File: config.mk
export PLATFORM = sky130hd
export DESIGN_NAME = imu_tilt_complementary_filter
export DESIGN_NICKNAME = d
export VERILOG_FILES = /design/src/rtl/imu_tilt_pkg.sv /design/src/rtl/imu_tilt_complementary_filter.sv
export SDC_FILE = /design/constraint.sdc
export NUM_CORES = 2
export LEC_CHECK = 0
export ABC_AREA = 1
export BUFFER_PORTS_ARGS = -buffer_cell sky130_fd_sc_hd__buf_2
export CAP_MARGIN = 10
export CORE_AREA = 8 8 315 394
export DETAILED_ROUTE_END_ITERATION = 16
export DIE_AREA = 0 0 323 402
export GPL_TIMING_DRIVEN = 0
export PLACE_DENSITY = 0.87
export SYNTH_ARGS = -nofsm -noshare
export SYNTH_HDL_FRONTEND = slang
export SYNTH_SLANG_ARGS = --single-unit
File: constraint.sdc
create_clock -name clk -period 22.1 [get_ports clk]
set_input_delay 4.42 -clock clk [delete_from_list [all_inputs] [get_ports clk]]
set_output_delay 4.42 -clock clk [all_outputs]
set_load 0.005 [all_outputs]
File: src/rtl/imu_tilt_pkg.sv
// ----------------------------------------------------------------------------
// IMU tilt filter package
// Beat types, register indexes, arithmetic constants and the arctangent table.
// ----------------------------------------------------------------------------
package imu_tilt_pkg;

	typedef struct packed {
		logic               kind;
		logic signed [15:0] accel_x;
		logic signed [15:0] accel_y;
		logic signed [15:0] accel_z;
		logic signed [15:0] gyro_x;
	} sample_t;

	typedef struct packed {
		logic signed [13:0] svm;
		logic signed [15:0] angle_x;
		logic               offsets_ready;
		logic               calib_done;
	} result_t;

	localparam logic [1:0] CFG_CALIB_COUNT  = 2'd0;
	localparam logic [1:0] CFG_STEP_TIME    = 2'd1;
	localparam logic [1:0] CFG_BLEND_WEIGHT = 2'd2;

	localparam logic KIND_CALIB = 1'b0;

	localparam int MAX_CALIB    = 1024;
	localparam int CORDIC_STEPS = 16;
	localparam int DIV_W        = 43;
	localparam int SQRT_STEPS   = 26;

	// Arctangent of 2^-i in 1/65536 degree.
	function automatic logic [22:0] atan_tab(input logic [4:0] i);
		logic [22:0] v;
		case (i)
			5'd0:  v = 23'd2949120;
			5'd1:  v = 23'd1740967;
			5'd2:  v = 23'd919879;
			5'd3:  v = 23'd466945;
			5'd4:  v = 23'd234379;
			5'd5:  v = 23'd117304;
			5'd6:  v = 23'd58666;
			5'd7:  v = 23'd29335;
			5'd8:  v = 23'd14668;
			5'd9:  v = 23'd7334;
			5'd10: v = 23'd3667;
			5'd11: v = 23'd1833;
			5'd12: v = 23'd917;
			5'd13: v = 23'd458;
			5'd14: v = 23'd229;
			5'd15: v = 23'd115;
			5'd16: v = 23'd57;
			5'd17: v = 23'd29;
			5'd18: v = 23'd14;
			5'd19: v = 23'd7;
			5'd20: v = 23'd4;
			5'd21: v = 23'd2;
			5'd22: v = 23'd1;
			default: v = 23'd0;
		endcase
		return v;
	endfunction

endpackage

File: src/rtl/imu_tilt_complementary_filter.sv
// ----------------------------------------------------------------------------
// IMU tilt complementary filter
// Accelerometer bias calibration, vector magnitude and filtered x tilt angle.
// ----------------------------------------------------------------------------
// Usage: samples arrive as beats on the sample channel (valid/ready) and each
// gives exactly one beat on the result channel. A calibration sample adds to
// the bias sums; the sample that completes a run computes the four offsets.
// A measurement sample returns the magnitude minus 1 g and the updated angle.
// Registers go through the cfg channel (index, data); the user writes only while
// idle, unchecked by the block. cfg_ready is always high; unknown indexes ignored.
// A measurement runs the 43-step restoring divider beside the 26-step square
// root and the 16-step CORDIC. A calibration sample goes straight to the
// output register, or, when it ends a run, first through four divisions in
// the same divider, one per axis.
// One sample is in work at a time; the next is taken once the result sits in
// the output register, even if the receiver has not yet taken it. If the
// receiver stalls, the following result waits until the register is free.
// After reset all sums, offsets and the angle are zero and the registers
// hold their default values.
// ----------------------------------------------------------------------------
module imu_tilt_complementary_filter (
	input  logic                 clk,
	input  logic                 arst_n,
	input  logic                 sample_valid,
	output logic                 sample_ready,
	input  imu_tilt_pkg::sample_t sample,
	output logic                 result_valid,
	input  logic                 result_ready,
	output imu_tilt_pkg::result_t result,
	input  logic                 cfg_valid,
	output logic                 cfg_ready,
	input  logic [1:0]           cfg_index,
	input  logic [15:0]          cfg_data
);

	localparam logic [3:0] ST_IDLE   = 4'd0;
	localparam logic [3:0] ST_M0     = 4'd1;
	localparam logic [3:0] ST_M1     = 4'd2;
	localparam logic [3:0] ST_M2     = 4'd3;
	localparam logic [3:0] ST_M3     = 4'd4;
	localparam logic [3:0] ST_M4     = 4'd5;
	localparam logic [3:0] ST_ITER   = 4'd6;
	localparam logic [3:0] ST_MAG    = 4'd7;
	localparam logic [3:0] ST_SVM    = 4'd8;
	localparam logic [3:0] ST_B1     = 4'd9;
	localparam logic [3:0] ST_B2     = 4'd10;
	localparam logic [3:0] ST_CSTART = 4'd11;
	localparam logic [3:0] ST_CITER  = 4'd12;
	localparam logic [3:0] ST_OUT    = 4'd13;

	localparam int DW = imu_tilt_pkg::DIV_W;

	logic [3:0]  state_q;
	logic [5:0]  cnt_q;
	logic [10:0] calib_count_q;
	logic [15:0] step_time_q;
	logic [15:0] blend_q;

	logic signed [27:0] sums_q [4];
	logic signed [16:0] offs_q [4];
	logic [10:0] seen_q;
	logic signed [15:0] tilt_q;
	logic ready_flag_q;
	logic done_q;
	logic [1:0] ax_q;

	logic signed [17:0] c_q [4];
	logic [35:0] s_q;
	logic signed [13:0] svm_q;
	logic signed [46:0] tot_q;

	// Shared multiplier, registered output.
	logic signed [27:0] mul_a;
	logic signed [17:0] mul_b;
	logic signed [45:0] prod_q;

	// Divider
	logic [DW-1:0] dd_q;
	logic [17:0]   dsr_q;
	logic [17:0]   rem_q;
	logic          dneg_q;
	logic [18:0]   div_r2;
	logic          div_ge;

	// Square root
	logic [51:0] rad_q;
	logic [27:0] srem_q;
	logic [25:0] root_q;
	logic [29:0] sq_r2;
	logic [29:0] sq_trial;
	logic        sq_ge;

	// CORDIC
	logic signed [33:0] cx_q;
	logic signed [33:0] cy_q;
	logic signed [25:0] ang_q;
	logic               cz_q;

	logic [10:0] n_eff;
	logic [10:0] seen_next;
	logic signed [27:0] sum_next [4];
	logic signed [17:0] a_in [4];

	logic        g_neg;
	logic [33:0] g_abs;
	logic signed [26:0] gyro_term;
	logic signed [27:0] pred;
	logic signed [25:0] acc_ang;

	logic signed [16:0] svm_raw;
	logic [36:0] svm_t;

	logic signed [46:0] tot;
	logic [46:0] tot_abs;
	logic [20:0] tot_r;
	logic signed [15:0] blend_angle;
	logic signed [18:0] zsum;
	logic signed [18:0] zq;
	logic signed [15:0] zero_angle;

	logic signed [27:0] cal_sum;
	logic [27:0] cal_abs;

	logic out_free;
	logic result_valid_q;
	imu_tilt_pkg::result_t result_q;

	assign sample_ready = (state_q == ST_IDLE);
	assign cfg_ready    = 1'b1;
	assign result_valid = result_valid_q;
	assign result       = result_q;
	assign out_free     = !result_valid_q || result_ready;

	always_comb begin
		if (calib_count_q == 11'd0)
			n_eff = 11'd1;
		else if (calib_count_q > 11'(imu_tilt_pkg::MAX_CALIB))
			n_eff = 11'(imu_tilt_pkg::MAX_CALIB);
		else
			n_eff = calib_count_q;
	end

	always_comb begin
		a_in[0] = 18'(sample.accel_x);
		a_in[1] = 18'(sample.accel_y);
		a_in[2] = 18'(sample.accel_z);
		a_in[3] = 18'(sample.gyro_x);
		for (int i = 0; i < 4; i++)
			sum_next[i] = sums_q[i] + 28'(a_in[i]);
		sum_next[2] = sums_q[2] + 28'(a_in[2]) - 28'sd8192;
		seen_next = seen_q + 11'd1;
	end

	always_comb begin
		unique case (state_q)
			ST_M0: begin
				mul_a = 28'(c_q[0]);
				mul_b = c_q[0];
			end
			ST_M1: begin
				mul_a = 28'(c_q[1]);
				mul_b = c_q[1];
			end
			ST_M2: begin
				mul_a = 28'(c_q[2]);
				mul_b = c_q[2];
			end
			ST_M3: begin
				mul_a = 28'(c_q[3]);
				mul_b = $signed({2'b00, step_time_q});
			end
			ST_MAG: begin
				mul_a = $signed({2'b00, root_q});
				mul_b = 18'sd981;
			end
			ST_SVM: begin
				mul_a = pred;
				mul_b = $signed({2'b00, blend_q});
			end
			ST_B1: begin
				mul_a = 28'(acc_ang);
				mul_b = $signed(18'd65536 - {2'b00, blend_q});
			end
			default: begin
				mul_a = '0;
				mul_b = '0;
			end
		endcase
	end

	always_ff @(posedge clk)
		prod_q <= mul_a * mul_b;

	always_comb begin
		div_r2   = {rem_q, dd_q[DW-1]};
		div_ge   = (div_r2 >= {1'b0, dsr_q});
		sq_r2    = {srem_q, rad_q[51:50]};
		sq_trial = {2'b00, root_q, 2'b01};
		sq_ge    = (sq_r2 >= sq_trial);
	end

	always_comb begin
		g_neg     = prod_q[45];
		g_abs     = g_neg ? 34'(-prod_q) : 34'(prod_q);
		gyro_term = dneg_q ? -$signed(dd_q[26:0]) : $signed(dd_q[26:0]);
		pred      = (28'(tilt_q) <<< 10) + 28'(gyro_term);
		acc_ang   = cz_q ? 26'sd0 : ang_q;
		cal_sum   = sums_q[ax_q];
		cal_abs   = cal_sum[27] ? 28'(-cal_sum) : 28'(cal_sum);
	end

	always_comb begin
		svm_t   = prod_q[36:0] + 37'd1048576;
		svm_raw = $signed({1'b0, svm_t[36:21]}) - 17'sd981;
		if (svm_raw > 17'sd6000)
			svm_raw = 17'sd6000;
	end

	always_comb begin
		tot     = tot_q + 47'(prod_q);
		tot_abs = tot[46] ? 47'(-tot) : 47'(tot);
		tot_r   = 21'((tot_abs + 47'd33554432) >> 26);
		if (!tot[46])
			blend_angle = (tot_r > 21'd32767) ? 16'sh7fff : $signed(tot_r[15:0]);
		else
			blend_angle = (tot_r > 21'd32768) ? 16'sh8000 : -$signed(tot_r[15:0]);
		zq   = dneg_q ? -$signed({1'b0, dd_q[17:0]}) : $signed({1'b0, dd_q[17:0]});
		zsum = 19'(tilt_q) + zq;
		if (zsum > 19'sd32767)
			zero_angle = 16'sh7fff;
		else if (zsum < -19'sd32768)
			zero_angle = 16'sh8000;
		else
			zero_angle = zsum[15:0];
	end

	always_ff @(posedge clk or negedge arst_n) begin
		if (!arst_n) begin
			calib_count_q <= 11'd500;
			step_time_q   <= 16'd10000;
			blend_q       <= 16'd64749;
		end else if (cfg_valid) begin
			unique case (cfg_index)
				imu_tilt_pkg::CFG_CALIB_COUNT:  calib_count_q <= cfg_data[10:0];
				imu_tilt_pkg::CFG_STEP_TIME:    step_time_q   <= cfg_data;
				imu_tilt_pkg::CFG_BLEND_WEIGHT: blend_q       <= cfg_data;
				default: ;
			endcase
		end
	end

	always_ff @(posedge clk or negedge arst_n) begin
		if (!arst_n) begin
			state_q        <= ST_IDLE;
			cnt_q          <= '0;
			seen_q         <= '0;
			tilt_q         <= '0;
			ready_flag_q   <= 1'b0;
			done_q         <= 1'b0;
			ax_q           <= '0;
			result_valid_q <= 1'b0;
			for (int i = 0; i < 4; i++) begin
				sums_q[i] <= '0;
				offs_q[i] <= '0;
			end
		end else begin
			// In the output state the result register is handled below.
			if (result_valid_q && result_ready && state_q != ST_OUT)
				result_valid_q <= 1'b0;
			unique case (state_q)
				ST_IDLE: begin
					if (sample_valid) begin
						done_q <= 1'b0;
						svm_q  <= '0;
						ax_q   <= '0;
						if (sample.kind == imu_tilt_pkg::KIND_CALIB) begin
							for (int i = 0; i < 4; i++)
								sums_q[i] <= sum_next[i];
							seen_q <= seen_next;
							state_q <= (seen_next >= n_eff) ? ST_CSTART : ST_OUT;
						end else begin
							for (int i = 0; i < 4; i++)
								c_q[i] <= a_in[i] - 18'(offs_q[i]);
							state_q <= ST_M0;
						end
					end
				end
				ST_M0: state_q <= ST_M1;
				ST_M1: begin
					s_q     <= prod_q[35:0];
					state_q <= ST_M2;
				end
				ST_M2: begin
					s_q     <= s_q + prod_q[35:0];
					state_q <= ST_M3;
				end
				ST_M3: begin
					s_q     <= s_q + prod_q[35:0];
					state_q <= ST_M4;
				end
				ST_M4: begin
					// prod_q now holds rate times step time.
					rad_q  <= {s_q, 16'd0};
					srem_q <= '0;
					root_q <= '0;
					rem_q  <= '0;
					dneg_q <= g_neg;
					if (s_q != 36'd0) begin
						dd_q  <= {g_abs, 9'd0} + DW'(62500);
						dsr_q <= 18'd125000;
					end else begin
						dd_q  <= DW'(g_abs) + DW'(125000);
						dsr_q <= 18'd250000;
					end
					cz_q <= (c_q[1] == 18'sd0) && (c_q[2] == 18'sd0);
					if (c_q[2] < 0) begin
						ang_q <= (c_q[1] >= 0) ? 26'sd11796480 : -26'sd11796480;
						cx_q  <= 34'(-c_q[2]) <<< 12;
						cy_q  <= 34'(-c_q[1]) <<< 12;
					end else begin
						ang_q <= '0;
						cx_q  <= 34'(c_q[2]) <<< 12;
						cy_q  <= 34'(c_q[1]) <<< 12;
					end
					cnt_q   <= '0;
					state_q <= ST_ITER;
				end
				ST_ITER: begin
					rem_q <= div_ge ? 18'(div_r2 - {1'b0, dsr_q}) : div_r2[17:0];
					dd_q  <= {dd_q[DW-2:0], div_ge};
					if (cnt_q < 6'(imu_tilt_pkg::SQRT_STEPS)) begin
						srem_q <= sq_ge ? 28'(sq_r2 - sq_trial) : sq_r2[27:0];
						root_q <= {root_q[24:0], sq_ge};
						rad_q  <= {rad_q[49:0], 2'b00};
					end
					if (cnt_q < 6'(imu_tilt_pkg::CORDIC_STEPS)) begin
						if (cy_q > 0) begin
							cx_q  <= cx_q + (cy_q >>> cnt_q[4:0]);
							cy_q  <= cy_q - (cx_q >>> cnt_q[4:0]);
							ang_q <= ang_q + $signed({3'b000, imu_tilt_pkg::atan_tab(cnt_q[4:0])});
						end else begin
							cx_q  <= cx_q - (cy_q >>> cnt_q[4:0]);
							cy_q  <= cy_q + (cx_q >>> cnt_q[4:0]);
							ang_q <= ang_q - $signed({3'b000, imu_tilt_pkg::atan_tab(cnt_q[4:0])});
						end
					end
					cnt_q <= cnt_q + 6'd1;
					if (cnt_q == 6'(DW - 1))
						state_q <= ST_MAG;
				end
				ST_MAG: state_q <= ST_SVM;
				ST_SVM: begin
					svm_q   <= svm_raw[13:0];
					state_q <= ST_B1;
				end
				ST_B1: begin
					tot_q   <= 47'(prod_q);
					state_q <= ST_B2;
				end
				ST_B2: begin
					tilt_q  <= (s_q != 36'd0) ? blend_angle : zero_angle;
					state_q <= ST_OUT;
				end
				ST_CSTART: begin
					dd_q    <= DW'(cal_abs) + DW'(n_eff >> 1);
					dsr_q   <= 18'(n_eff);
					rem_q   <= '0;
					dneg_q  <= cal_sum[27];
					cnt_q   <= '0;
					state_q <= ST_CITER;
				end
				ST_CITER: begin
					if (cnt_q == 6'(DW)) begin
						// Quotient is complete: store this axis and move on.
						offs_q[ax_q] <= dneg_q ? -$signed(dd_q[16:0]) : $signed(dd_q[16:0]);
						sums_q[ax_q] <= '0;
						ax_q <= ax_q + 2'd1;
						if (ax_q == 2'd3) begin
							seen_q       <= '0;
							ready_flag_q <= 1'b1;
							done_q       <= 1'b1;
							state_q      <= ST_OUT;
						end else begin
							state_q <= ST_CSTART;
						end
					end else begin
						rem_q <= div_ge ? 18'(div_r2 - {1'b0, dsr_q}) : div_r2[17:0];
						dd_q  <= {dd_q[DW-2:0], div_ge};
						cnt_q <= cnt_q + 6'd1;
					end
				end
				ST_OUT: begin
					if (out_free) begin
						result_q.svm           <= svm_q;
						result_q.angle_x       <= tilt_q;
						result_q.offsets_ready <= ready_flag_q;
						result_q.calib_done    <= done_q;
						result_valid_q         <= 1'b1;
						state_q                <= ST_IDLE;
					end
				end
				default: state_q <= ST_IDLE;
			endcase
		end
	end

endmodule
==> summary.md <==
| Metric | Value |
|---|---|
| Required @ worst endpoint | 22.67 ns |
| Compound-Gate Fraction of Synth Area | 14.2% |
| Area delta synth->final | 7.70% |
| Fmax | 72.4 MHz |
| Avg WL per Cell | 24.0 um |
| CTS Hold Bufs | 0 |
| Dpl hpwl | 244000 um |
| Root Buffer | clkbuf_16 |
| Final hold viol count | 0 |
| Die extent in x | 323 um |
| Period Utilization, post-route | 62.5% |
| Max_cap viols | 0 |
| Main combinational cell family by area after synthesis | adder cells |
| Syn_area_per_cell | 7.36 um^2 |
| Hold/Removal Path Class | flip-flop to flip-flop |
| Layout Skew | 0.0450 ns |
| TritonCTS Buffers | 83 |
| Post-place setup slack | 9.21 ns |
| Yosys reg bits | 772 |
| Post-synth top area share | 16.9% |
| Worst Tran Pin Value | 1.64 ns |
| Routed Antenna Nets | 0 |
| Nets | 12.6k |
| Register area | 21400 um^2 |
| Mapped cell area | 81800 um^2 |
| Pin count of the biggest net entering global routing | 99 |
| Rows | 141 |
| Top cells by area, synth | edfxtp_1 (17%), fa_1 (12%), nand2_1 (12%) |
| I/O Pins | 123 |
| Fin util | 75.0% |
| Met3 GRT Util | 15.0% |
| DRC viols | 0 |
| Post-CTS Setup Repair Bufs | 0 |
| Post-synthesis adder-cell area fraction | 21.8% |
| Initial Utilization | 69.7% |
| Max Fanout on Critical Path | 10 |
| Status | finished, violations left |
| Placed insts | 12.9k |
| GR Util met2 | 71.1% |
| PnR worst setup slack | 8.29 ns |
| Asr flop ratio synth | 34.3% |
| TritonCTS clock tree | yes |
| Share of layout cells above drive strength 1 | 4.20% |
| Core Footprint | 117000 um^2 |
| Total GRT Usage | 46.9% |
| CP delay by family, top | adder cells |
| Multi-input gate area | 52200 um^2 |
| Clock transition at path regs | 0.08 ns |
| Final Max Slew Viols | 3 |
| Sum of buffers and inverters on the critical path | 11 |
| Crit path arrival time | 14.38 ns |
| Layout Cells excl Fill | 13.0k |
| Clock Sinks | 772 |
| Synth cell count leaders | nand2_1 (2644), inv_1 (1889), nor2_1 (1007), o21ai_0 (814), a21oi_1 (759) |
| Setup TNS | 0 ns |
| Post-DR vias/cell | 6.36 |
| Crit Path Class | flip-flop to flip-flop |
| Clk Latency, worst-skew pair | 0.74 ns |
| Fraction of the mapped netlist area in simple logic gates | 21.8% |
| Most frequent cell after synthesis | nand2_1 |
| Post_cts resized | 0 |
| Post-Synthesis Cells | 11.1k |
| Top Usage Layer GRT | met2 |
| DR pass1 iterations | 10 |
| Failing checks | slew limit |
| Met1 Use GR | 54.3% |
| Post-Synth XOR/XNOR Area | 5.43% |
| GP Congestion | 1.10 |
| Total die area | 130000 um^2 |
| Yosys warns | 0 |
| Cell variety after synth | 74 |
| Final setup viols | 0 |
| Vias | 82.8k |
| Most common cell on crit path | inv_1 |
| Die span in y | 402 um |
| Period minus WS final | 13.81 ns |
| Max_slew headroom | -9.39% |
| R2R setup slack | 8.29 ns |
| Vias in the first global route | 81.8k |
| Part of the Yosys area used for sequential elements | 26.2% |
| Fillers | 8698 |
| Buffers on Ports | 121 |
| Routed Wire Length | 312000 um |
| Critical-path top delay cell | xor2_1 |
| Synth Flop Type | edfxtp_1 |
| Synth area leader | edfxtp_1 |
| Initial antenna violation count | 27 |
| First-pass GRT wire length | 467000 um |
| H-tree depth | 3 |
| Mux share of post-synthesis cell area | 0.355% |
| Critical path startpoint category | flip-flop |
| Grt total ovfl | 0 |
| Post-synth EDFFs | 461 |
| Critical Path Max Stage Delay | 1.11 ns |
| CTS max path bufs | 3 |
| DRT iter0 DRCs | 10.9k |
| CP endpoint kind | flip-flop |
| RSZ-0062 raised after global routing | no |
## worst reg2reg max path, delay by kind of cell, from the launching register on
family,cells,cell delay (ns)
flops,1,0.56
compound gates,10,2.07
buf+inv,11,2.29
simple gates,16,2.70
xor+xnor,2,1.60
fa+ha+maj,9,4.47
## cells by family (layout without fill, tap and decap cells)
family / Yosys count / after routing
flip-flops: 772 / 772
other: 2 / 23
buffers and inverters: 2218 / 2527
AND/OR/NAND/NOR: 4388 / 4388
XOR/XNOR: 504 / 504
multiplexers: 29 / 29
AO/OA/AOI/OAI: 2087 / 2087
adder cells (fa/ha/maj): 1125 / 1125
## layout by cell type (no fill, tap or decap), types with 39 or more instances in the layout
master,count
nor2_1,1003
o21ai_0,814
xnor2_1,178
nand4_1,97
inv_1,1889
xor2_1,313
ha_1,625
nand2_1,2644
nand3_1,374
o22ai_1,94
edfxtp_1,461
o211ai_1,44
clkbuf_16,87
a31oi_1,50
nor4_1,39
fa_1,500
dfrtp_1,242
o21a_1,45
a21oi_1,757
nor3_1,99
dfxtp_1,46
clkbuf_1,251
buf_2,152
## layer usage
metal / share of wire (%) / wire, um
met4: 10 / 32600
met3: 14 / 42700
met2: 43 / 134000
met5: 0.027 / 83
met1: 33 / 103000
## cell type report
class | count | area share [%]
inverters | 1921 | 8.19
multi-input cells | 8144 | 59.3
diodes | 12 | 0.0341
clock inverters | 44 | 0.734
repair buffers | 154 | 1.27
flip-flops and latches | 772 | 24.3
well taps | 1573 | 2.23
clock buffers | 111 | 2.64
plain buffers | 297 | 1.34
## registers in the layout (all words and copies together), names as in the netlist, 28 cells and up
signal,cells
prod_q,46
srem_q,28
cx_q,34
cy_q,34
c_q,72
result,32
dd_q,43
sums_q,112
s_q,36
rad_q,36
tot_q,46
offs_q,68
## worst paths after layout
path                       startpoint  cells after the start    endpoint
max                           dd_q[0]                     48  prod_q[45]
min                          svm_q[5]                      0  result[23]
max reg2reg                   dd_q[0]                     48  prod_q[45]
min reg2reg                  svm_q[5]                      0  result[23]
max in group asynchronous      arst_n                      2   tilt_q[4]
min in group asynchronous      arst_n                      1  sums_q[81]
## metrics by stage
stage / hold slack (ns) / area [um^2]
finish: 0.418 / 88200
global route: 0.424 / 88100
CTS: 0.419 / 88100
detailed placement: 0.405 / 85100
global placement: 0.404 / 84500
floorplan: 0.400 / 81900
Power is not shown: default switching activity piles up to over one toggle a cycle in this logic, so the estimate is an artifact.
